==> src/sv/voau_pkg.sv <==
package voau_pkg;

    localparam int PROB_FRAC_BITS = 16;
    localparam int FB = PROB_FRAC_BITS;
    localparam int PW = FB + 1;          // probability width
    localparam int NW = FB + 2;          // numerator / denominator width
    localparam int XW = NW + FB;         // dividend width
    localparam int CW = 3;               // config index width

    localparam int FRONT_STAGES = 4;
    localparam int DIV_STAGES   = PW;
    localparam int BLEND_STAGES = 2;

    localparam int LANE_HIT  = 0;
    localparam int LANE_MISS = 1;

    localparam logic [PW-1:0] PROB_ONE = {1'b1, {FB{1'b0}}};
    localparam logic [2*PW-1:0] PMUL_HALF = (2*PW)'(1) << (FB - 1);
    localparam logic [2*PW:0] BLEND_HALF = (2*PW+1)'(1) << (FB - 1);

    localparam logic [PW-1:0] RST_HIT_OCC  = PW'(45875);
    localparam logic [PW-1:0] RST_HIT_FREE = PW'(26214);
    localparam logic [PW-1:0] RST_HIT_HID  = PW'(32768);
    localparam logic [PW-1:0] RST_CLAMP_LO = PW'(7864);
    localparam logic [PW-1:0] RST_CLAMP_HI = PW'(63570);

    typedef logic [CW-1:0] t_cfg_idx;
    localparam t_cfg_idx CFG_HIT_OCC  = 3'd0;
    localparam t_cfg_idx CFG_HIT_FREE = 3'd1;
    localparam t_cfg_idx CFG_HIT_HID  = 3'd2;
    localparam t_cfg_idx CFG_CLAMP_LO = 3'd3;
    localparam t_cfg_idx CFG_CLAMP_HI = 3'd4;

    typedef enum logic [1:0] {
        MC_MISS,
        MC_HIT,
        MC_BLEND
    } t_mcase;

    typedef struct packed {
        logic [PW-1:0] prior_occupancy;
        logic [PW-1:0] visibility;
        logic [PW-1:0] measured_occupancy;
    } t_in;

    typedef struct packed {
        logic [PW-1:0] new_occupancy;
        logic          zero_denominator;
    } t_out;

    // saturated register values
    typedef struct packed {
        logic [PW-1:0] ho;
        logic [PW-1:0] hf;
        logic [PW-1:0] hh;
        logic [PW-1:0] lo;
        logic [PW-1:0] hi;
    } t_cfg;

    typedef struct packed {
        logic [PW-1:0] p;
        logic [PW-1:0] m;
        t_mcase        mcase;
        logic          zero_hit;
        logic          zero_miss;
    } t_side;

    typedef struct packed {
        logic [XW-1:0] dvd;
        logic [NW-1:0] den;
    } t_div_lane;

    typedef struct packed {
        t_div_lane [1:0] lane;
        t_side           side;
    } t_div_in;

    typedef struct packed {
        logic [1:0][PW-1:0] q;
        t_side              side;
    } t_div_out;

    function automatic logic [PW-1:0] sat_one(input logic [PW-1:0] x);
        return (x > PROB_ONE) ? PROB_ONE : x;
    endfunction

    // rounded product, half up
    function automatic logic [PW-1:0] pmul(input logic [PW-1:0] a, input logic [PW-1:0] b);
        logic [2*PW-1:0] prod;
        prod = (2*PW)'(a) * (2*PW)'(b);
        prod = prod + PMUL_HALF;
        return prod[FB+PW-1:FB];
    endfunction

endpackage

==> src/sv/voau_blend.sv <==
module voau_blend import voau_pkg::*; (
    input  logic     i_clk,
    input  logic     i_rst_n,
    input  logic     i_valid,
    output logic     o_ready,
    input  t_div_out i_data,
    input  t_cfg     i_cfg,
    output logic     o_valid,
    input  logic     i_ready,
    output t_out     o_data
);

    logic [BLEND_STAGES-1:0] r_v;
    logic [BLEND_STAGES:0]   en;

    logic [2*PW-1:0] r_ph, r_pm;
    logic [PW-1:0]   r_qh, r_qm;
    t_side           r_side;
    t_out            r_out, n_out;

    always_comb begin
        en[BLEND_STAGES] = i_ready;
        for (int k = BLEND_STAGES - 1; k >= 0; k--) begin
            en[k] = !r_v[k] || en[k+1];
        end
    end

    always_ff @(posedge i_clk) begin
        if (!i_rst_n) begin
            r_v <= '0;
        end else begin
            if (en[0]) r_v[0] <= i_valid;
            for (int k = 1; k < BLEND_STAGES; k++) begin
                if (en[k]) r_v[k] <= r_v[k-1];
            end
        end
    end

    // stage 1: weighted products
    always_ff @(posedge i_clk) begin
        if (en[0]) begin
            r_ph   <= (2*PW)'(i_data.side.m) * (2*PW)'(i_data.q[LANE_HIT]);
            r_pm   <= (2*PW)'(PROB_ONE - i_data.side.m) * (2*PW)'(i_data.q[LANE_MISS]);
            r_qh   <= i_data.q[LANE_HIT];
            r_qm   <= i_data.q[LANE_MISS];
            r_side <= i_data.side;
        end
    end

    // stage 2: blend, clamp, zero-denominator fallback
    always_comb begin
        logic [2*PW:0] sum;
        logic [PW-1:0] mix;
        sum = (2*PW+1)'(r_ph) + (2*PW+1)'(r_pm) + BLEND_HALF;
        mix = sum[FB+PW-1:FB];
        n_out.new_occupancy    = r_side.p;
        n_out.zero_denominator = 1'b1;
        unique case (r_side.mcase)
            MC_MISS: begin
                if (!r_side.zero_miss) begin
                    n_out.zero_denominator = 1'b0;
                    n_out.new_occupancy = (r_qm > i_cfg.lo) ? r_qm : i_cfg.lo;
                end
            end
            MC_HIT: begin
                if (!r_side.zero_hit) begin
                    n_out.zero_denominator = 1'b0;
                    n_out.new_occupancy = (r_qh < i_cfg.hi) ? r_qh : i_cfg.hi;
                end
            end
            default: begin
                if (!r_side.zero_hit && !r_side.zero_miss) begin
                    n_out.zero_denominator = 1'b0;
                    if (mix < i_cfg.lo)
                        n_out.new_occupancy = i_cfg.lo;
                    else if (mix > i_cfg.hi)
                        n_out.new_occupancy = i_cfg.hi;
                    else
                        n_out.new_occupancy = mix;
                end
            end
        endcase
    end

    always_ff @(posedge i_clk) begin
        if (en[1]) r_out <= n_out;
    end

    assign o_ready = en[0];
    assign o_valid = r_v[BLEND_STAGES-1];
    assign o_data  = r_out;

endmodule

==> config.mk <==
export PLATFORM = sky130hd
export DESIGN_NAME = voau_blend
export DESIGN_NICKNAME = d
export VERILOG_FILES = /design/src/sv/voau_pkg.sv /design/src/sv/voau_blend.sv
export SDC_FILE = /design/constraint.sdc
export NUM_CORES = 2
export LEC_CHECK = 0
export CORE_ASPECT_RATIO = 1.1
export CORE_MARGIN = 5
export CORE_UTILIZATION = 68
export CTS_BUF_LIST = sky130_fd_sc_hd__clkbuf_2
export DETAILED_ROUTE_END_ITERATION = 6
export DONT_BUFFER_PORTS = 1
export PLACE_DENSITY = 0.84
export SLEW_MARGIN = 20
export SYNTH_ARGS = -nofsm -noshare
export SYNTH_HDL_FRONTEND = slang
export SYNTH_SLANG_ARGS = --single-unit
==> constraint.sdc <==
create_clock -name i_clk -period 10.87 [get_ports i_clk]
set_input_delay 2.174 -clock i_clk [delete_from_list [all_inputs] [get_ports i_clk]]
set_output_delay 2.174 -clock i_clk [all_outputs]
set_load 0.02 [all_outputs]
==> metrics.cfg <==
[status]
outcome = finished, violations left
violations = DRC

[clocking]
clkSlewWorstSetupHoldPaths_ns = 0.23
htree_levels = 4
cts_setup_buffers = 0
cts_buffers = 17
clk_path_buf_depth = 2
hold_buffers = 0
cts_tree = built
clock_latency_ns = 0.78
clock-sinks = 141
cts.repair.resized = 0
cts_root_buffer = clkbuf_2

[placement]
gp_congestion = 0.9046
dp_hpwl_um = 61170
port_buffers = 0

[setup_path]
worst-path-max-fanout = 36
cp-end-kind = flop
startpoint = i_data[4]
path_class = input pin to flop
startpoint_type = input pin
arrival_ns = 9.36
r2r-start = r_ph[13]
worstPathRequired_ns = 11.42

[timing]
final_max_slew_viol_count = 0
setup_viol = 0
fin_crit_sh_pct = 81.07
hold_viol = 0
rsz0062_at_grt = false
finClkSkew_ns = 0.04461
min_period_ns = 8.812
tightest_slew_ns = 1.004
fmax_mhz = 113.5
tns_ns = 0
slew-limit-headroom_pct = 32.76

[global_route]
overflow = 0
grt_pass1_wl_um = 124100
antenna_found_initial = 3
first_global_vias = 25020
grt_start_max_net_pins = 63
track_usage_pct = 32.34

[floorplanning]
core_mm2 = 0.04324
die_area_mm2 = 0.04794
fp.dieW_um = 209.2
start_util_pct = 68.65
die_h_um = 229.1
fp-row-count = 80
num_io_pins = 181

[synth]
synth_area_leader_cell = fa_1
yosysSeqAreaShare_pct = 14.20
syn_inst = 3193
synth_nets = 4180
synth_cell_type_count = 76
yosys-top-cells-count = 727 x inv_1, 508 x fa_1, 365 x nand2_1
yosysWarnings = 0
ys_ff_latch = 141
synth_most_common_cell = inv_1
synth-edff-count = 139
avgSynthCellArea_um2 = 9.297
async_flop_share_pct = 0
synth.top_cell.area_share_pct = 34.26
synth_area_leaders = fa_1 34%, edfxtp_1 14%, ha_1 13%
synth_ff_type = edfxtp_1
syn-cell-area_mm2 = 0.02968

[route]
drc_errors = 3
routedWlPerCell_um = 20.49
drt-vias-per-instance = 6.013
first_pass_iters = 7
routed_wl_um = 75770
ant_nets = 0
vias = 22240
drt-initial-drc-count = 1589

[layout]
nets = 4096
syn2layout_area_growth_pct = 2.293
fill_cells = 3182
drive_gt1_share_pct = 2.498

[run]
cap_violations = 0

[min_path]
hold_class = flop to flop
hold_start = r_v[0]

==> routing by layer <==
metal / global-route usage, % / part of all wire (%)
met1: 37.36 / 35
met2: 57.05 / 50
met3: 6.213 / 8.4
met4: 16.91 / 6.3
met5: 0 / 0
==> worst max-delay path, stage by stage <==
cell and delay (ns):
nor3_1 0.36, nand2_1 0.22, or4_4 0.54, o21a_1 0.47
nand2_1 0.25, inv_1 0.11, fa_1 0.75, inv_1 0.11
fa_1 0.52, inv_1 0.40, fa_1 0.53, fa_1 0.55
inv_1 0.05, fa_1 0.47, inv_1 0.04, ha_1 0.35
o21ai_0 0.46, nor2_1 0.13, o21ai_0 0.28, o311ai_1 0.21
a21oi_1 0.16, o21bai_1 0.08, xnor2_1 0.12
==> per-stage QoR <==
| step | instances | setup WS [ns] | hold WS (ns) | utilization [%] | area [µm²] |
|---|---|---|---|---|---|
| final | 3698 | 2.058 | 0.5838 | 70.22 | 30370 |
| after global routing | 3697 | 1.771 | 0.6163 | 70.22 | 30360 |
| after CTS | 3696 | 2.208 | 0.5974 | 70.18 | 30350 |
| after detailed placement | 3664 | 1.344 | 0.5554 | 69.63 | 30110 |
| after global placement | 3664 | 1.484 | 0.5307 | 69.61 | 30100 |
| after floorplan | 3193 | 1.690 | 0.4627 | - | 29680 |
==> logic make-up after synthesis <==
group,count (synthesis),synth area share (%)
AOI/OAI and AO/OA,350,7.701
xor gates and xnor gates,117,3.477
adders and majority gates,826,47.66
buffers and inverters,851,10.84
DFF,141,14.20
muxes,54,1.846
and+or+nand+nor,854,14.28
==> layout make-up <==
type                       instances  area (µm²)  share of cell area (%)
antenna                            2       5.005                 0.01648
clock buffer                      17       85.08                  0.2802
clock inverter                    15       151.4                  0.4986
inverter                         730        2740                   9.024
multi-input combinational       2201       22320                   73.49
sequential                       141        4214                   13.88
tap                              574       718.2                   2.365
timing repair buffer              18       135.1                  0.4450
==> final timing paths <==
path	endpoint	slack, ns	depth (start not counted)
min	r_v[1]	0.58	1
max	r_pm[32]	2.06	23
max reg2reg	o_data[16]	4.85	20
min reg2reg	r_v[1]	0.58	1
==> placed cells by master, fill, tap and decap left out, types with 5 or more instances in the layout <==
master    instances
a31oi_1           8
edfxtp_1        139
a221oi_1          7
nor4_1            5
o21bai_1          8
xor2_1           27
o21a_1           16
o211a_1           5
mux2i_1          48
buf_4            18
nor3_1           15
and3_1            9
nand2b_1         11
nand3_1          21
nand4_1          16
ha_1            318
clkbuf_2         17
xnor2_1          84
inv_1           727
and2_1          309
a21o_1           42
nand2_1         364
xnor2_2           5
inv_6             5
o211ai_1         10
mux2_2            6
nor2b_1          14
o21ai_0          75
nor2_1           71
fa_1            508
a22o_1            5
a21oi_1          97
a211oi_1         16
==> state kept, by name, summed over array words and instances (netlist names) <==
signal	cells
r_pm	33
r_ph	33
r_qm	17
r_side	21
r_qh	17
o_data	18
r_v	2
Power is left out: the tool's default activity adds up to more than one toggle a clock period on the data nets, which glitch-free logic cannot reach.
