[config.mk]
export PLATFORM = sky130hd
export DESIGN_NAME = voau_div
export DESIGN_NICKNAME = d
export VERILOG_FILES = /design/src/sv/voau_pkg.sv /design/src/sv/voau_div.sv
export SDC_FILE = /design/constraint.sdc
export NUM_CORES = 2
export LEC_CHECK = 0
export ABC_AREA = 1
export BUFFER_PORTS_ARGS = -buffer_cell sky130_fd_sc_hd__buf_2
export CORE_MARGIN = 2
export CORE_UTILIZATION = 39
export CTS_BUF_LIST = sky130_fd_sc_hd__clkbuf_4 sky130_fd_sc_hd__clkbuf_8
export DETAILED_ROUTE_END_ITERATION = 10
export GPL_ROUTABILITY_DRIVEN = 0
export GPL_TIMING_DRIVEN = 0
export SLEW_MARGIN = 25
export SYNTH_ARGS = -nofsm -noshare
export SYNTH_HDL_FRONTEND = slang
export SYNTH_SLANG_ARGS = --single-unit
[constraint.sdc]
create_clock -name i_clk -period 20.8 [get_ports i_clk]
set_input_delay 1.04 -clock i_clk [delete_from_list [all_inputs] [get_ports i_clk]]
set_output_delay 1.04 -clock i_clk [all_outputs]
set_load 0.1 [all_outputs]
[src/sv/voau_pkg.sv]
package voau_pkg;

    localparam int PROB_FRAC_BITS = 16;
    localparam int FB = PROB_FRAC_BITS;
    localparam int PW = FB + 1;          // probability width
    localparam int NW = FB + 2;          // numerator / denominator width
    localparam int XW = NW + FB;         // dividend width
    localparam int CW = 3;               // config index width

    localparam int FRONT_STAGES = 4;
    localparam int DIV_STAGES   = PW;
    localparam int BLEND_STAGES = 2;

    localparam int LANE_HIT  = 0;
    localparam int LANE_MISS = 1;

    localparam logic [PW-1:0] PROB_ONE = {1'b1, {FB{1'b0}}};
    localparam logic [2*PW-1:0] PMUL_HALF = (2*PW)'(1) << (FB - 1);
    localparam logic [2*PW:0] BLEND_HALF = (2*PW+1)'(1) << (FB - 1);

    localparam logic [PW-1:0] RST_HIT_OCC  = PW'(45875);
    localparam logic [PW-1:0] RST_HIT_FREE = PW'(26214);
    localparam logic [PW-1:0] RST_HIT_HID  = PW'(32768);
    localparam logic [PW-1:0] RST_CLAMP_LO = PW'(7864);
    localparam logic [PW-1:0] RST_CLAMP_HI = PW'(63570);

    typedef logic [CW-1:0] t_cfg_idx;
    localparam t_cfg_idx CFG_HIT_OCC  = 3'd0;
    localparam t_cfg_idx CFG_HIT_FREE = 3'd1;
    localparam t_cfg_idx CFG_HIT_HID  = 3'd2;
    localparam t_cfg_idx CFG_CLAMP_LO = 3'd3;
    localparam t_cfg_idx CFG_CLAMP_HI = 3'd4;

    typedef enum logic [1:0] {
        MC_MISS,
        MC_HIT,
        MC_BLEND
    } t_mcase;

    typedef struct packed {
        logic [PW-1:0] prior_occupancy;
        logic [PW-1:0] visibility;
        logic [PW-1:0] measured_occupancy;
    } t_in;

    typedef struct packed {
        logic [PW-1:0] new_occupancy;
        logic          zero_denominator;
    } t_out;

    // saturated register values
    typedef struct packed {
        logic [PW-1:0] ho;
        logic [PW-1:0] hf;
        logic [PW-1:0] hh;
        logic [PW-1:0] lo;
        logic [PW-1:0] hi;
    } t_cfg;

    typedef struct packed {
        logic [PW-1:0] p;
        logic [PW-1:0] m;
        t_mcase        mcase;
        logic          zero_hit;
        logic          zero_miss;
    } t_side;

    typedef struct packed {
        logic [XW-1:0] dvd;
        logic [NW-1:0] den;
    } t_div_lane;

    typedef struct packed {
        t_div_lane [1:0] lane;
        t_side           side;
    } t_div_in;

    typedef struct packed {
        logic [1:0][PW-1:0] q;
        t_side              side;
    } t_div_out;

    function automatic logic [PW-1:0] sat_one(input logic [PW-1:0] x);
        return (x > PROB_ONE) ? PROB_ONE : x;
    endfunction

    // rounded product, half up
    function automatic logic [PW-1:0] pmul(input logic [PW-1:0] a, input logic [PW-1:0] b);
        logic [2*PW-1:0] prod;
        prod = (2*PW)'(a) * (2*PW)'(b);
        prod = prod + PMUL_HALF;
        return prod[FB+PW-1:FB];
    endfunction

endpackage

[src/sv/voau_div.sv]
module voau_div import voau_pkg::*; (
    input  logic     i_clk,
    input  logic     i_rst_n,
    input  logic     i_valid,
    output logic     o_ready,
    input  t_div_in  i_data,
    output logic     o_valid,
    input  logic     i_ready,
    output t_div_out o_data
);

    logic [DIV_STAGES-1:0] r_v;
    logic [DIV_STAGES:0]   en;

    logic [XW-1:0] r_rem [DIV_STAGES][2];
    logic [NW-1:0] r_den [DIV_STAGES][2];
    logic [PW-1:0] r_q   [DIV_STAGES][2];
    t_side         r_side [DIV_STAGES];

    logic [XW-1:0] n_rem [DIV_STAGES][2];
    logic [NW-1:0] n_den [DIV_STAGES][2];
    logic [PW-1:0] n_q   [DIV_STAGES][2];
    t_side         n_side [DIV_STAGES];

    always_comb begin
        en[DIV_STAGES] = i_ready;
        for (int k = DIV_STAGES - 1; k >= 0; k--) begin
            en[k] = !r_v[k] || en[k+1];
        end
    end

    always_ff @(posedge i_clk) begin
        if (!i_rst_n) begin
            r_v <= '0;
        end else begin
            if (en[0]) r_v[0] <= i_valid;
            for (int k = 1; k < DIV_STAGES; k++) begin
                if (en[k]) r_v[k] <= r_v[k-1];
            end
        end
    end

    // restoring division, one quotient bit per stage, MSB first
    always_comb begin
        logic [XW-1:0] rem, dsh;
        logic [NW-1:0] den;
        logic [PW-1:0] q;
        for (int s = 0; s < DIV_STAGES; s++) begin
            n_side[s] = (s == 0) ? i_data.side : r_side[s-1];
            for (int l = 0; l < 2; l++) begin
                if (s == 0) begin
                    rem = i_data.lane[l].dvd;
                    den = i_data.lane[l].den;
                    q   = '0;
                end else begin
                    rem = r_rem[s-1][l];
                    den = r_den[s-1][l];
                    q   = r_q[s-1][l];
                end
                dsh = XW'(den) << (PW - 1 - s);
                if (rem >= dsh) begin
                    rem = rem - dsh;
                    q   = q | (PW'(1) << (PW - 1 - s));
                end
                n_rem[s][l] = rem;
                n_den[s][l] = den;
                n_q[s][l]   = q;
            end
        end
    end

    always_ff @(posedge i_clk) begin
        for (int s = 0; s < DIV_STAGES; s++) begin
            if (en[s]) begin
                r_side[s] <= n_side[s];
                for (int l = 0; l < 2; l++) begin
                    r_rem[s][l] <= n_rem[s][l];
                    r_den[s][l] <= n_den[s][l];
                    r_q[s][l]   <= n_q[s][l];
                end
            end
        end
    end

    assign o_ready = en[0];
    assign o_valid = r_v[DIV_STAGES-1];
    assign o_data.q[LANE_HIT]  = r_q[DIV_STAGES-1][LANE_HIT];
    assign o_data.q[LANE_MISS] = r_q[DIV_STAGES-1][LANE_MISS];
    assign o_data.side         = r_side[DIV_STAGES-1];

endmodule

==> out/metrics.yaml <==
ys_seq_area_share_pct: 61.3
hold_viol: 0
syn_area_mm2: 0.129
synthCells: 11800
leakage_uw: 0.0592
p_seq_share_pct: 42.0
grt_max_degree: 106
nNetsFinal: 13300
placed_cells: 16400
area_delta_synth_final_pct: 12.3
synth_edf_count: 2616
io_pins: 220
layout_commonest_cell: "edfxtp_1"
combPwrFrac_pct: 36.0
die_h_um: 579
fmax_mhz: 147
viasPerCell: 4.89
insertion_delay_ns: 1.02
cellPowerDensity_mw_per_mm2: 135
cts_setup_buffers: 0
routedWlPerCell_um: 16.8
synthArstFlopShare_pct: 0
fin_crit_ns: 6.82
crit_type: "flip-flop to primary output"
cts_resized: 0
root_buffer: "clkbuf_8"
core_mm2: 0.329
path_max_fanout: 22
tightest_slew_ns: 1.11
rows: 211
final_cell_area_mm2: 0.145
slew_viol_final: 0
antenna_found_initial: 8
post_route_cells_drive_above_1_share_pct: 10.6
drcViolationCount: 0
cts_buffer_depth: 4
p_total_uw: 19500
cts.sinks: 2633
crit_required_ns: 19.76
p_int_uw: 12300
start_util_pct: 39.1
grtUsageTotal_pct: 17.0
placed_cell_area_mm2: 0.136
vdd_ir_drop_max_mv: 0.0633
p_clk_share_pct: 22.0
synth-seq-cells: 2633
final_cells: 17200
synth_nets: 12600
postRouteAntennaNets: 0
port_buffers: 219
skew_ns: 0.122
grt_pass1_wl_um: 450000
htreeDepth: 5
rsz0062_at_grt: "false"
numCtsBuffers: 413
hold_ws_ns: 0.206
setup_tns_ns: 0
synthFlopType: "edfxtp_1"
yosys.cell_types.count: 85
yosysWarnings: 0
slew_headroom_pct: 25.5
gr-total-overflow: 0
cp-start-kind: "flip-flop"
drt_first_pass_iters: 6
worstHoldPathType: "input pin to flip-flop"
postCtsHoldBufs: 0
outcome: "completed"
dpl.hpwl_um: 224000
vias: 83900
drt_iter0_markers: 5116
die_w_um: 579
report.final.setup_viol: 0
cts.reportedPaths.clkPinSlew_ns: 0.06
final_cell_mix: "2616 x edfxtp_1, 2114 x nand2_1, 1611 x inv_1"
period_share_pct: 32.8
cp.arrival_ns: 5.78
cts_tree: "done"
switchingPower_uw: 7180
grt_pass1_vias: 84200
avgSynthCellArea_um2: 10.9
end_kind: "primary output"
cap_violations: 0
finalWirelength_um: 288000
switching_share_pct: 36.8
dieArea_mm2: 0.335
metal layers:
| metal | track usage, % | vias to the layer above | routed length (µm) |
|---|---|---|---|
| met5 | 0 | - | 0 |
| met4 | 8.70 | 0 | 15400 |
| met3 | 2.20 | 746 | 11300 |
| met2 | 29.9 | 1933 | 141000 |
| met1 | 20.3 | 38900 | 120000 |
| li1 | - | 42300 | - |
cells by family (layout without fill, tap and decap cells):
group	Yosys count	in the layout	synth area share (%)
XOR/XNOR	592	592	4.03
AO/OA/AOI/OAI	2024	2024	8.97
flip-flops	2633	2633	61.3
AND/OR/NAND/NOR	4128	4128	13.8
other	0	7	0
adder cells (fa/ha/maj)	644	644	6.44
buffers and inverters	1770	2775	5.49
worst paths after layout:
path | slack [ns] | to | depth (start not counted) | start
min reg2reg | 0.32 | r_side[0][251]$_DFFE_PP_ | 0 | r_side[0][213]$_DFFE_PP_
min | 0.21 | r_rem[0][3]$_DFFE_PP_ | 1 | i_data[111]
max | 13.98 | o_ready | 11 | r_v[16]$_SDFFE_PN0P_
max reg2reg | 15.53 | r_rem[0][63]$_DFFE_PP_ | 12 | r_v[16]$_SDFFE_PN0P_
metrics by stage:
| step | setup WS, ns | utilization [%] |
|---|---|---|
| 6_report | 13.98 | 43.9 |
| 5_1_grt | 13.55 | 43.9 |
| 4_1_cts | 13.74 | 43.9 |
| 3_3_place_gp | -8.16 | 41.1 |
| 3_5_place_dp | 14.04 | 41.4 |
| 2_1_floorplan | 1.42 | - |
state kept, by name (all words and copies together) (netlist names):
register  count
r_rem      1088
r_den       576
r_v          17
r_q         306
r_side      646
power groups by stage:
stage               registers (µW)  logic (µW)  clock network [µW]
floorplan                     8020        5270                   0
CTS                           8200        6980                4430
detailed placement            8300        6960                   0
global placement              8290        6890                   0
finish                        8200        7040                4290
global route                  8320        7900                4650
synth_stat cells, types with 7 or more instances:
cell | n | area, µm²
edfxtp_1 | 2616 | 78600
nand2_1 | 2119 | 7950
inv_1 | 1618 | 6070
nor2_1 | 967 | 3630
a21oi_1 | 743 | 3720
o21ai_0 | 635 | 3180
ha_1 | 612 | 7660
nand3_1 | 381 | 1910
xor2_1 | 299 | 2620
xnor2_1 | 293 | 2570
o21ai_1 | 192 | 961
nand4_1 | 149 | 932
nor3_1 | 142 | 711
nor4_1 | 126 | 788
a21o_1 | 80 | 601
or2_2 | 73 | 457
a31oi_1 | 62 | 388
o21ai_2 | 62 | 543
buf_2 | 53 | 265
nand3b_1 | 40 | 300
o21a_1 | 39 | 293
a21oi_2 | 36 | 315
fa_1 | 32 | 641
buf_6 | 31 | 349
o21bai_1 | 30 | 225
inv_2 | 27 | 101
buf_4 | 26 | 195
nor2_2 | 23 | 144
a21boi_0 | 21 | 158
o2111ai_1 | 20 | 175
nand3_2 | 19 | 190
o211ai_1 | 18 | 135
dfxtp_1 | 17 | 340
nand2_2 | 15 | 93.8
and2_1 | 12 | 75.1
a211oi_1 | 11 | 82.6
o31ai_1 | 11 | 82.6
a2111oi_0 | 9 | 78.8
or2_1 | 8 | 50.1
a21boi_1 | 7 | 52.6
nand2_4 | 7 | 78.8
layout make-up:
cell class | count | area [µm²]
buffer | 121 | 867
multi-input combinational | 7388 | 42900
clock inverter | 194 | 1400
fill | 30900 | 185000
timing repair buffer | 260 | 2100
inverter | 1649 | 6250
antenna | 7 | 17.5
sequential | 2633 | 78900
clock buffer | 551 | 6780
tap | 4366 | 5460
critical path, cell delays in order (launching register included):
cell and delay [ns]:
dfxtp_1 0.44, nand3_4 0.30, nor2_2 0.41, nand4_4 0.42, nor2_2 0.52, nand4_4 0.42, buf_16 0.31, nor2_2 0.27
nand4_4 0.39, nor2_4 0.38, nand3_4 0.42, buf_2 0.46
No activity file was read; power rests on OpenSTA's default activity.
