## src/sv/voau_pkg.sv

```systemverilog
package voau_pkg;

    localparam int PROB_FRAC_BITS = 16;
    localparam int FB = PROB_FRAC_BITS;
    localparam int PW = FB + 1;          // probability width
    localparam int NW = FB + 2;          // numerator / denominator width
    localparam int XW = NW + FB;         // dividend width
    localparam int CW = 3;               // config index width

    localparam int FRONT_STAGES = 4;
    localparam int DIV_STAGES   = PW;
    localparam int BLEND_STAGES = 2;

    localparam int LANE_HIT  = 0;
    localparam int LANE_MISS = 1;

    localparam logic [PW-1:0] PROB_ONE = {1'b1, {FB{1'b0}}};
    localparam logic [2*PW-1:0] PMUL_HALF = (2*PW)'(1) << (FB - 1);
    localparam logic [2*PW:0] BLEND_HALF = (2*PW+1)'(1) << (FB - 1);

    localparam logic [PW-1:0] RST_HIT_OCC  = PW'(45875);
    localparam logic [PW-1:0] RST_HIT_FREE = PW'(26214);
    localparam logic [PW-1:0] RST_HIT_HID  = PW'(32768);
    localparam logic [PW-1:0] RST_CLAMP_LO = PW'(7864);
    localparam logic [PW-1:0] RST_CLAMP_HI = PW'(63570);

    typedef logic [CW-1:0] t_cfg_idx;
    localparam t_cfg_idx CFG_HIT_OCC  = 3'd0;
    localparam t_cfg_idx CFG_HIT_FREE = 3'd1;
    localparam t_cfg_idx CFG_HIT_HID  = 3'd2;
    localparam t_cfg_idx CFG_CLAMP_LO = 3'd3;
    localparam t_cfg_idx CFG_CLAMP_HI = 3'd4;

    typedef enum logic [1:0] {
        MC_MISS,
        MC_HIT,
        MC_BLEND
    } t_mcase;

    typedef struct packed {
        logic [PW-1:0] prior_occupancy;
        logic [PW-1:0] visibility;
        logic [PW-1:0] measured_occupancy;
    } t_in;

    typedef struct packed {
        logic [PW-1:0] new_occupancy;
        logic          zero_denominator;
    } t_out;

    // saturated register values
    typedef struct packed {
        logic [PW-1:0] ho;
        logic [PW-1:0] hf;
        logic [PW-1:0] hh;
        logic [PW-1:0] lo;
        logic [PW-1:0] hi;
    } t_cfg;

    typedef struct packed {
        logic [PW-1:0] p;
        logic [PW-1:0] m;
        t_mcase        mcase;
        logic          zero_hit;
        logic          zero_miss;
    } t_side;

    typedef struct packed {
        logic [XW-1:0] dvd;
        logic [NW-1:0] den;
    } t_div_lane;

    typedef struct packed {
        t_div_lane [1:0] lane;
        t_side           side;
    } t_div_in;

    typedef struct packed {
        logic [1:0][PW-1:0] q;
        t_side              side;
    } t_div_out;

    function automatic logic [PW-1:0] sat_one(input logic [PW-1:0] x);
        return (x > PROB_ONE) ? PROB_ONE : x;
    endfunction

    // rounded product, half up
    function automatic logic [PW-1:0] pmul(input logic [PW-1:0] a, input logic [PW-1:0] b);
        logic [2*PW-1:0] prod;
        prod = (2*PW)'(a) * (2*PW)'(b);
        prod = prod + PMUL_HALF;
        return prod[FB+PW-1:FB];
    endfunction

endpackage

```

## src/sv/voau_cfg.sv

```systemverilog
module voau_cfg import voau_pkg::*; (
    input  logic          i_clk,
    input  logic          i_rst_n,
    input  logic          i_cfg_valid,
    input  t_cfg_idx      i_cfg_index,
    input  logic [PW-1:0] i_cfg_data,
    output t_cfg          o_cfg
);

    logic [PW-1:0] r_ho, r_hf, r_hh, r_lo, r_hi;

    always_ff @(posedge i_clk) begin
        if (!i_rst_n) begin
            r_ho <= RST_HIT_OCC;
            r_hf <= RST_HIT_FREE;
            r_hh <= RST_HIT_HID;
            r_lo <= RST_CLAMP_LO;
            r_hi <= RST_CLAMP_HI;
        end else if (i_cfg_valid) begin
            unique case (i_cfg_index)
                CFG_HIT_OCC:  r_ho <= i_cfg_data;
                CFG_HIT_FREE: r_hf <= i_cfg_data;
                CFG_HIT_HID:  r_hh <= i_cfg_data;
                CFG_CLAMP_LO: r_lo <= i_cfg_data;
                CFG_CLAMP_HI: r_hi <= i_cfg_data;
                default: begin
                end
            endcase
        end
    end

    assign o_cfg.ho = sat_one(r_ho);
    assign o_cfg.hf = sat_one(r_hf);
    assign o_cfg.hh = sat_one(r_hh);
    assign o_cfg.lo = sat_one(r_lo);
    assign o_cfg.hi = sat_one(r_hi);

endmodule

```

## config.mk

```make
export PLATFORM = sky130hd
export DESIGN_NAME = voau_cfg
export DESIGN_NICKNAME = d
export VERILOG_FILES = /design/src/sv/voau_pkg.sv /design/src/sv/voau_cfg.sv
export SDC_FILE = /design/constraint.sdc
export NUM_CORES = 1
export LEC_CHECK = 0
export BUFFER_PORTS_ARGS = -buffer_cell sky130_fd_sc_hd__buf_2
export CAP_MARGIN = 10
export CORE_MARGIN = 10
export CORE_UTILIZATION = 50
export DETAILED_ROUTE_END_ITERATION = 12
export HOLD_SLACK_MARGIN = 0.1
export PLACE_DENSITY_LB_ADDON = 0.15
export SYNTH_ARGS = -nofsm -noshare
export SYNTH_HDL_FRONTEND = slang
export SYNTH_SLANG_ARGS = --single-unit
```

## constraint.sdc

```tcl
create_clock -name i_clk -period 1.7 [get_ports i_clk]
set_input_delay 0.085 -clock i_clk [delete_from_list [all_inputs] [get_ports i_clk]]
set_output_delay 0.085 -clock i_clk [all_outputs]
set_load 0.1 [all_outputs]
```

==> results of run 1 <==
## synthesized netlist by cell type
cell	count
nand4b_1	1
a21boi_1	5
nor2b_1	80
buf_2	12
nand4bb_1	3
buf_8	1
buf_4	3
nor4b_4	1
clkbuf_1	16
nor4_1	20
dfxtp_1	85
nor4bb_1	2
or4b_1	1
inv_1	5
a21boi_0	46
and4b_1	1
nand3_1	34
a41oi_1	5
and4bb_2	1
nand2_2	1
buf_6	2
nand2_1	169
clkbuf_2	2
## flip-flops by register name (all words and copies together) (netlist names)
signal	cells
r_hi	17
r_hf	17
r_ho	17
r_lo	17
r_hh	17
## kinds of logic (layout without fill, tap and decap cells)
family	count (synthesis)	count (layout)
and+or+nand+nor	314	314
buffers and inverters	41	160
DFF	85	85
AOI/OAI and AO/OA	56	56
## power groups by stage
| stage | registers (mW) | logic, mW | clock network, mW |
|---|---|---|---|
| finish | 2.12 | 1.17 | 1.25 |
| global route | 2.13 | 1.21 | 1.33 |
| CTS | 2.12 | 1.16 | 1.25 |
| detailed placement | 2.15 | 1.12 | 0 |
| global placement | 2.14 | 1.10 | 0 |
| floorplan | 2.13 | 0.775 | 0 |
## through the flow
stage               TNS (ns)  area (um^2)
global route           -8.32         6480
finish                 -5.25         6480
detailed placement         0         5870
CTS                    -4.81         6430
floorplan              -5.68         4490
global placement           0         5870
## critical path, delay by kind of cell (launching register included)
family / cells / cell delay [ns]
AO/OA/AOI/OAI: 1 / 0.20
flip-flops: 1 / 0.34
buffers and inverters: 2 / 0.40
AND/OR/NAND/NOR: 2 / 0.48
## final timing paths
check | from | to | slack, ns | cells after the start
max | r_hh[3]$_SDFFE_PN0P_ | o_cfg[48] | -0.17 | 5
min | i_cfg_data[5] | r_hf[5]$_SDFFE_PN1P_ | 0.11 | 3
max reg2reg | r_hh[11]$_SDFFE_PN0P_ | r_hh[11]$_SDFFE_PN0P_ | 0.86 | 2
min reg2reg | r_hh[4]$_SDFFE_PN0P_ | r_hh[4]$_SDFFE_PN0P_ | 0.49 | 2
## layout make-up
cell class	count	area share [%]
clock buffer	11	2.18
clock inverter	4	0.386
inverter	5	0.290
multi-input combinational	370	42.7
sequential	85	26.8
tap	102	1.97
timing repair buffer	140	25.7
## what timing repair did
item,in CTS,in global routing
pin swaps,10,8
cloned,0,1
setup buffers,0,1
setup endpoints to repair,50,50
hold buffers,16,0
hold endpoints to repair,71,0
resized for setup,46,8
## layer usage
layer	vias to the layer above	global-route usage, %	part of all wire [%]
met4	0	11.2	3.5
li1	1853	-	-
met5	-	0	0
met3	41	5.59	7.6
met2	172	38.5	52
met1	1895	24.9	37
==> results.tsv, run 1 <==
metric	value	unit
worst_pin_slew	0.553	ns
hold_slack	0.111	ns
synth_top_family_by_area	simple AND/OR/NAND/NOR gates	
die_area	11700	um^2
p_leak	2.70	nW
fin_ws	-0.170	ns
post-route-util	84.7	%
synthMuxAreaShare	0	%
p_clk_share	27.6	%
clk_pin_slew_worst_paths	0.08	ns
layout-drive-gt1-share	39.5	%
antenna_found_initial	0	
final_common_cell	nand2_1	
drcViolationCount	0	
grt_pass1_wl	20700	um
end_kind	primary output	
wirelength	13500	um
ant_nets	0	
power_switching	1.55	mW
post-dp-hpwl	9000	um
pre_cts_ws	0.0983	ns
power	4.54	mW
synthesis.area	3890	um^2
cp_max_fo	5	
path_cells	nor4_4 > a41oi_4 > clkbuf_16 > nor2b_4 > buf_12	
yosys_warnings	0	
drv_slew	0	
vias	3961	
synth-simple-area-share	40.0	%
initial_core_util	50.9	%
start_kind	flop	
yosys-top-cells-area	dfxtp_1 (44%), nand2_1 (16%), nor2b_1 (13%)	
synth_cell_types	23	
vias_per_cell	5.52	
seq_area	1730	um^2
power_density	701	nW/um^2
nets	634	
p_sw_share	34.1	%
final_cell_mix	nand2_1 (169), dfxtp_1 (60), buf_2 (57), buf_12 (56), nor2b_4 (50)	
cts_buffers	9	
clockBufferDepth	2	
seq_area_frac_synth	43.7	%
finalHoldViolations	0	
drt-initial-drc-count	162	
synthXorXnorAreaFrac	0	%
multiInputGateArea	2760	um^2
ys_seq_elements	85	
cts_sinks	85	
finalClockSkew	0	ns
first_global_vias	3979	
maxCapViolations	0	
die_w	108	um
synth_compound_area_share	11.0	%
synth_nets	519	
final-setup-viol-count	50	
worstPathRequired	1.62	ns
clock_latency	0.34	ns
syn_inst	496	
synth_fa_ha_area_share	0	%
fmax	0.535	GHz
coreArea	7650	um^2
htree_num_levels	3	
ios	108	
seq_power_share	46.8	%
cpMaxStageDelayCell	nor4_4	
place.port_buffers	107	
fin_cells	717	
final.min_clock_period	1.87	ns
rsz0062_at_grt	true	
gp_congestion	0.806	
worstPathArrival	1.78	ns
dp.cells	684	
vdd_drop_max	0.000491	V
syn_avg_cell_area	7.85	um^2
die_y	108	um
grt_max_degree	86	
synth_top_area_share	43.7	%
crit_type	reg2out	
gr-total-overflow	0	
drtPass1Iterations	5	
cts-root-buf	clkbuf_8	
cts_tree	built	
areaGrowthSynthToFinish	66.4	%
fillerInstances	398	
fin_crit_sh	110	%
wl_per_cell	18.8	um
rows	32	
violations	setup timing	
synth_top_cell_by_area	dfxtp_1	
grt_usage	22.3	%
p_comb_share	25.7	%
slew_headroom	63.1	%
antenna_cells	0	
slowest_delay	0.35	ns
power.internal	2.99	mW
status	finished, violations left	
worstHoldPathType	in2reg	
(Power assumes the default switching activity.)
==> inputs of run 2 (changes only) <==
Settings changed: BUFFER_PORTS_ARGS -buffer_cell sky130_fd_sc_hd__buf_2 to -buffer_cell sky130_fd_sc_hd__buf_4, CORE_UTILIZATION 50 to 52.
==> run 2 against run 1 <==
Against the previous run: the flow still finishes with violations (setup timing); critical path depth did not move; clock power rose by 24%; wire length rose by 28%; combinational power rose by 5%; non-clock buffer count did not move; sequential power barely moved; via count rose by 8.9%; sequential share of layout area fell by 0.71 points; design area rose by 2.6%; global-route usage rose by 5.2 points; largest cell class unchanged.
==> results.tsv, run 2 (synthesized netlist as in run 1, its figures left out) <==
metric	value	unit	change
antenna_cells	0		unchanged
first_global_vias	4591		+15%
use_met3	7.85	%	+2.3 points
cts_tree	built		
finalHoldViolations	0		unchanged
multiInputGateArea	2760	um^2	unchanged
fmax	0.516	GHz	-3.4%
status	finished, violations left		
gr-total-overflow	0		unchanged
worstPathArrival	1.85	ns	+0.07 ns
areaGrowthSynthToFinish	70.8	%	
wirelength	17200	um	+28%
drv_slew	0		unchanged
hold_path_depth	2		-1
cts_buffers	9		unchanged
final_cell_mix	nand2_1 (169), buf_4 (67), dfxtp_1 (61), buf_12 (55), nor2b_4 (50)		
finalClockSkew	0	ns	unchanged
worstHoldPathType	in2reg		
rsz0062_at_grt	true		
fin_ws	-0.236	ns	-0.0667 ns
vias_per_cell	6.03		+9.2%
r2r_cells	2		unchanged
power_density	739	nW/um^2	+5.3%
worstPathRequired	1.62	ns	about the same
clockBufferDepth	2		unchanged
dpl_cell_area	5410	um^2	-7.9%
clk_pin_slew_worst_paths	0.09	ns	about the same
nets	634		unchanged
slew_headroom	49.0	%	-14 points
hold_start	i_rst_n		
post-route-util	91.7	%	+7.0 points
drcViolationCount	0		unchanged
rrSetupSlack	0.60	ns	-0.26 ns
cp_max_fo	5		unchanged
die_y	107	um	-1.6%
clock_latency	0.36	ns	+0.02 ns
start_kind	flop		
final.min_clock_period	1.94	ns	+0.0667 ns
worst_pin_slew	0.765	ns	+0.212 ns
fillerInstances	262		-34%
die_area	11300	um^2	-3.1%
drt-initial-drc-count	328		+100%
place.port_buffers	107		unchanged
layout-drive-gt1-share	39.4	%	-0.064 points
post-dp-hpwl	8500	um	-5.5%
seq_area	1730	um^2	about the same
drtPass1Iterations	6		+1
grt_max_degree	86		unchanged
r2r-end	r_ho[10]$_SDFFE_PN0P_		
violations	setup timing		
die_w	107	um	-1.6%
coreArea	7250	um^2	-5.2%
rows	31		-3.1%
vias	4312		+8.9%
wl_per_cell	24.1	um	+28%
final-setup-viol-count	50		unchanged
met1_usage	28.2	%	+3.2 points
cts-root-buf	clkbuf_8		
cts_sinks	85		unchanged
maxCapViolations	0		unchanged
crit_type	reg2out		
pre_cts_ws	0.0951	ns	-0.00324 ns
ios	108		unchanged
power	4.91	mW	+8.1%
grt_usage	27.5	%	+5.2 points
end_kind	primary output		
antenna_found_initial	0		unchanged
fin_crit_sh	114	%	+3.9 points
p_leak	2.75	nW	+2.0%
ant_nets	0		unchanged
grt.met2_usage	49.4	%	+11 points
hold_slack	0.251	ns	+0.141 ns
grt_pass1_wl	24700	um	+19%
htree_num_levels	3		unchanged
worstHoldEndpoint	r_ho[4]$_SDFFE_PN1P_		
cts_setup_buffers	0		unchanged
gp_congestion	0.824		+2.2%
r2r_start	r_ho[10]$_SDFFE_PN0P_		
vdd_drop_max	0.000737	V	+50%
final_cell_area	6650	um^2	+2.6%
grt-busiest-layer	met2		
initial_core_util	53.7	%	+2.8 points
final_common_cell	nand2_1		
run 2: changes by cell type in the layout (fill, tap and decap cells not counted), sizes merged:
cell	change
dlygate4sd3	+1
bufinv	+1
buf	-1
run 2: repair_timing:
item,4_1_cts,5_1_grt
cloned,0,1
hold buffers,17,0
pin swaps,5,7
hold endpoints to repair,83,0
setup endpoints to repair,50,50
gates resized for setup,185,9
run 2: through the flow:
step | instances | TNS [ns]
3_5_place_dp | 681 | 0
3_3_place_gp | 681 | 0
6_report | 715 | -7.73
5_1_grt | 715 | -9.40
2_1_floorplan | 496 | -5.68
4_1_cts | 714 | -5.32
run 2: where the power goes:
group	total, mW	internal [mW]	leakage (nW)	switching [mW]
sequential	2.13	2.05	0.693	0.0830
combinational	1.23	0.414	1.96	0.818
clock	1.55	0.760	0.102	0.787
run 2: worst max path at each step:
stage | slack [ns] | from | to
2_1_floorplan | -0.09 | r_hi[16]$_SDFFE_PN0P_ | o_cfg[0]
4_1_cts | -0.13 | r_hf[7]$_SDFFE_PN0P_ | o_cfg[64]
5_1_grt | -0.25 | r_ho[14]$_SDFFE_PN0P_ | o_cfg[77]
3_5_place_dp | 0.1 | r_hf[0]$_SDFFE_PN0P_ | o_cfg[64]
3_3_place_gp | 0.12 | r_hf[0]$_SDFFE_PN0P_ | o_cfg[57]
6_report | -0.24 | r_ho[14]$_SDFFE_PN0P_ | o_cfg[77]
run 2: cell type report:
| cell class | count | share of cell area, % |
|---|---|---|
| clock buffers | 11 | 2.28 |
| clock inverters | 5 | 0.885 |
| inverters | 5 | 0.282 |
| multi-input cells | 370 | 41.6 |
| flip-flops and latches | 85 | 26.0 |
| well taps | 99 | 1.86 |
| repair buffers | 140 | 27.1 |
run 2: worst max-delay path, cell delays in order (launching register included):
cell,delay (ns)
dfxtp_2,0.36
nor4_4,0.38
a41oi_4,0.21
clkbuf_16,0.22
nor2b_4,0.13
buf_12,0.18
run 2: layer usage:
layer / vias to the layer above / share of wire (%)
met4: 0 / 6.3
li1: 1851 / -
met5: - / 0
met3: 94 / 10
met2: 327 / 51
met1: 2040 / 33
